File: config.mk
export PLATFORM = sky130hd
export DESIGN_NAME = bqe_queue
export DESIGN_NICKNAME = d
export VERILOG_FILES = /design/src/rtl/bqe_pkg.sv /design/src/rtl/bqe_queue.sv
export SDC_FILE = /design/constraint.sdc
export NUM_CORES = 1
export LEC_CHECK = 0
export ABC_AREA = 1
export BUFFER_PORTS_ARGS = -buffer_cell sky130_fd_sc_hd__buf_2
export CAP_MARGIN = 10
export CORE_AREA = 2 2 297 299
export CTS_BUF_LIST = sky130_fd_sc_hd__clkbuf_4
export DETAILED_ROUTE_END_ITERATION = 10
export DIE_AREA = 0 0 299 301
export PLACE_DENSITY_LB_ADDON = 0.15
export SETUP_SLACK_MARGIN = 0.5
export SLEW_MARGIN = 20
export SYNTH_ARGS = -nofsm -noshare
export SYNTH_HDL_FRONTEND = slang
export SYNTH_SLANG_ARGS = --single-unit
File: constraint.sdc
create_clock -name clk -period 51 [get_ports clk]
set_input_delay 2.55 -clock clk [delete_from_list [all_inputs] [get_ports clk]]
set_output_delay 2.55 -clock clk [all_outputs]
set_load 0.03 [all_outputs]
File: src/rtl/bqe_pkg.sv
// Billboard quad expander: shared types and constants.
// No dependencies; used by every module of the block.
package bqe_pkg;

  localparam int BQE_QUEUE_DEPTH = 2;
  localparam logic [47:0] BQE_CAM_RESET = 48'h4000_0000_0000;
  localparam logic [1:0] BQE_LAST_CORNER = 2'd3;

  typedef enum logic {
    OP_GIVEN  = 1'b0,
    OP_DERIVE = 1'b1
  } bqe_op_t;

  typedef enum logic [2:0] {
    F_IDLE,
    F_CROSS,
    F_MAG,
    F_SQR,
    F_SUM,
    F_SQRT,
    F_DIV,
    F_PUSH
  } bqe_fstate_t;

  // One sprite as handed from front to back.
  typedef struct packed {
    logic [47:0]        up_axis;
    logic [47:0]        right_axis;
    logic signed [31:0] pos_x;
    logic signed [31:0] pos_y;
    logic signed [31:0] pos_z;
    logic [30:0]        half_width;
    logic [30:0]        half_height;
    logic signed [15:0] sin_angle;
    logic signed [15:0] cos_angle;
    logic [31:0]        color;
    logic [63:0]        tex_rect;
  } bqe_item_t;

  // Fields carried alongside the axis math in the back end.
  typedef struct packed {
    logic signed [31:0] pos_x;
    logic signed [31:0] pos_y;
    logic signed [31:0] pos_z;
    logic [31:0]        color;
    logic [63:0]        tex_rect;
  } bqe_pass_t;

endpackage

File: src/rtl/bqe_queue.sv
// Billboard quad expander: small register queue between front and back.
// Depends on bqe_pkg for the item type.
module bqe_queue #(
  parameter int DEPTH = bqe_pkg::BQE_QUEUE_DEPTH
) (
  input  logic                clk,
  input  logic                rst_n,
  input  logic                wr_en,
  input  bqe_pkg::bqe_item_t  wr_data,
  output logic                full,
  input  logic                rd_en,
  output bqe_pkg::bqe_item_t  rd_data,
  output logic                valid
);

  localparam int PTR_W = (DEPTH > 1) ? $clog2(DEPTH) : 1;
  localparam int CNT_W = $clog2(DEPTH + 1);
  localparam logic [PTR_W-1:0] PTR_LAST = PTR_W'(DEPTH - 1);

  bqe_pkg::bqe_item_t mem [DEPTH];
  logic [PTR_W-1:0] wr_ptr_r, rd_ptr_r;
  logic [CNT_W-1:0] cnt_r;
  logic             do_wr, do_rd;

  assign full    = (cnt_r == CNT_W'(DEPTH));
  assign valid   = (cnt_r != '0);
  assign rd_data = mem[rd_ptr_r];
  assign do_wr   = wr_en && !full;
  assign do_rd   = rd_en && valid;

  always_ff @(posedge clk) begin
    if (do_wr) begin
      mem[wr_ptr_r] <= wr_data;
    end
  end

  always_ff @(posedge clk) begin
    if (!rst_n) begin
      wr_ptr_r <= '0;
      rd_ptr_r <= '0;
      cnt_r    <= '0;
    end else begin
      if (do_wr) begin
        wr_ptr_r <= (wr_ptr_r == PTR_LAST) ? '0 : wr_ptr_r + PTR_W'(1);
      end
      if (do_rd) begin
        rd_ptr_r <= (rd_ptr_r == PTR_LAST) ? '0 : rd_ptr_r + PTR_W'(1);
      end
      if (do_wr && !do_rd) begin
        cnt_r <= cnt_r + CNT_W'(1);
      end else if (do_rd && !do_wr) begin
        cnt_r <= cnt_r - CNT_W'(1);
      end
    end
  end

endmodule

==> reports/metrics.cfg <==
[power]
p_leak_nw = 14.71
power.density_nw_per_um2 = 52.30
ir_drop_mv = 0.02851

[grt]
grt_overflow = 0
grt_util_all_layers_pct = 15.88
use_met2_pct = 28.79
busiest_layer = met2
grt_use_met1_pct = 14.22
met3_usage_pct = 7.670
grt_max_degree = 165
antenna_found_initial = 36
grt_pass1_wl_mm = 103.7
grt_pass1_vias = 16607

[sta]
setup_tns_ns = 0
finalSetupViolations = 0
final-max-slew-violation-count = 0
timing.slew.headroom_pct = 20.92
period_needed_ns = 8.652
rsz0062_at_grt = no
finClkSkew_ns = 0.07628
fmax_ghz = 0.1156
timing.final.crit_share_pct = 16.96
tightest_slew_ns = 1.186
hold_viol = 0

[clock_tree]
cts_buffers = 202
hold_buffers = 0
cts_tree = built
clock_latency_ns = 1.04
cts_root_buf = clkbuf_4
path_clk_slew_ns = 0.06
cts_resized = 0
cts_sinks = 769
clock_path_buffers = 3
post_cts_buffers = 0
h-tree-depth = 4

[synth]
ys_ff_latch = 769
yosysUniqueCellTypes = 15
synth-warning-count = 0
synthesis.area_per_instance_um2 = 24.28
syn-num-nets = 1613
yosysSeqAreaShare_pct = 77.42
synth_cells = 1226
netlist_area_um2 = 29760

[drt]
via_count = 15331
drt_iter0_markers = 660
dr.pass1.iters = 4
wl_per_cell_um = 20.99
ant_nets = 0
via_per_inst = 4.378
drc_errors = 0
drt-total-wl_mm = 73.52

[floorplan]
rows = 108
die_w_um = 299
die_area_um2 = 90000
die_h_um = 301
io_pins = 770
core_um2 = 86480
start_util_pct = 34.42

[setup_path]
criticalPathCategory = reg -> out
startpoint_type = flop
arrival_ns = 6.10
end_kind = primary output
critPathMaxFanout = 57
crit_required_ns = 48.45

[placed_design]
hpwl_mm = 51.83
gp_congestion = 0.8192
port_buffers = 769

[final_layout]
nets = 2560
syn_to_final_growth_pct = 24.53
fillers = 7910
drive_above_1_share_pct = 64.62
final_core_util_pct = 42.86

[min_path]
hold_path.class = reg -> reg

[run]
drv_cap = 0

[run_status]
outcome = finished clean

==> synthesized netlist by cell type <==
cell type | number | area (um^2)
a21oi_1 | 1 | 5.000
buf_12 | 42 | 840.8
buf_6 | 1 | 11.26
dfxtp_1 | 5 | 100.1
edfxtp_1 | 764 | 22940
ha_1 | 1 | 12.51
inv_1 | 8 | 30.03
mux2_2 | 2 | 22.52
mux2_4 | 380 | 5705
nand2_1 | 7 | 26.28
nand3_1 | 1 | 5.000
nand4_1 | 1 | 6.260
nor2_1 | 9 | 33.78
o21a_1 | 1 | 7.510
o21ai_0 | 3 | 15.01
==> power breakdown <==
part	switching, W	internal (W)	leakage (nW)
combinational	0.000361	0.000217	5.97
sequential	0.0000278	0.000801	7.17
clock	0.000242	0.000290	1.57
total	0.000631	0.00131	14.7
==> routing by layer <==
layer | part of all wire, % | up-vias
met3 | 9.2 | 172
met2 | 55 | 612
li1 | - | 6948
met5 | 0.24 | -
met4 | 3.7 | 28
met1 | 32 | 7571
==> worst paths after layout <==
path	startpoint	endpoint	slack (ns)	cells after the start
setup reg to reg	cnt_r[0]$_SDFFE_PN0P_	mem[0][314]$_DFFE_PP_	46.56	6
hold reg to reg	rd_ptr_r$_SDFFE_PN0P_	flop	0.52	2
setup / recovery	flop	rd_data[359]	42.35	6
hold / removal	rd_ptr_r$_SDFFE_PN0P_	flop	0.52	2
==> metrics by stage <==
step                      power [W]  cell area [um^2]  std cells  setup WS [ns]  hold WS (ns)
after floorplan            0.001354             29760       1226          31.36        0.4669
after global placement     0.001425             34370       3123          43.33        0.4858
after detailed placement   0.001431             34400       3124          43.24        0.4938
after CTS                  0.001976             37010       3481          42.03        0.5069
after global routing       0.002032             37060       3502          41.83        0.5375
final                      0.001938             37060       3502          42.35        0.5168
==> layout make-up <==
cell class	instances	area (um^2)	share of cell area [%]
well taps	1155	1445	3.899
diodes	21	52.55	0.1418
multi-input cells	406	5854	15.80
flip-flops and latches	769	23050	62.18
clock inverters	41	242.7	0.6549
inverters	8	30.03	0.08102
repair buffers	786	4021	10.85
clock buffers	316	2372	6.400
==> cell families after synthesis <==
group	synth area share [%]
AOI/OAI and AO/OA	0.09246
adders and majority gates	0.04203
buffers and inverters	2.964
DFF	77.42
muxes	19.24
and+or+nand+nor	0.2396
==> sequential cells by signal (all words and copies together) (netlist names), named ones only <==
| name | count |
|---|---|
| cnt_r | 2 |
| wr_ptr_r | 1 |
| mem | 764 |
| rd_ptr_r | 1 |
==> layout by cell type (no fill, tap or decap), drive strengths merged <==
cell type,n
nand4,1
buf,786
edfxtp,764
o21ai,3
clkbuf,316
clkinvlp,2
bufinv,2
o21a,1
clkinv,29
diode,21
inv,16
mux2,382
a21oi,1
nand3,1
dfxtp,5
nand2,7
nor2,9
ha,1
==> critical path, stage by stage (launching register included) <==
cell     delay, ns
dfxtp_4       0.89
buf_4         0.88
buf_4         0.78
buf_4         0.91
buf_4         0.89
mux2_2        0.42
buf_2         0.18
(Power assumes the default switching activity.)
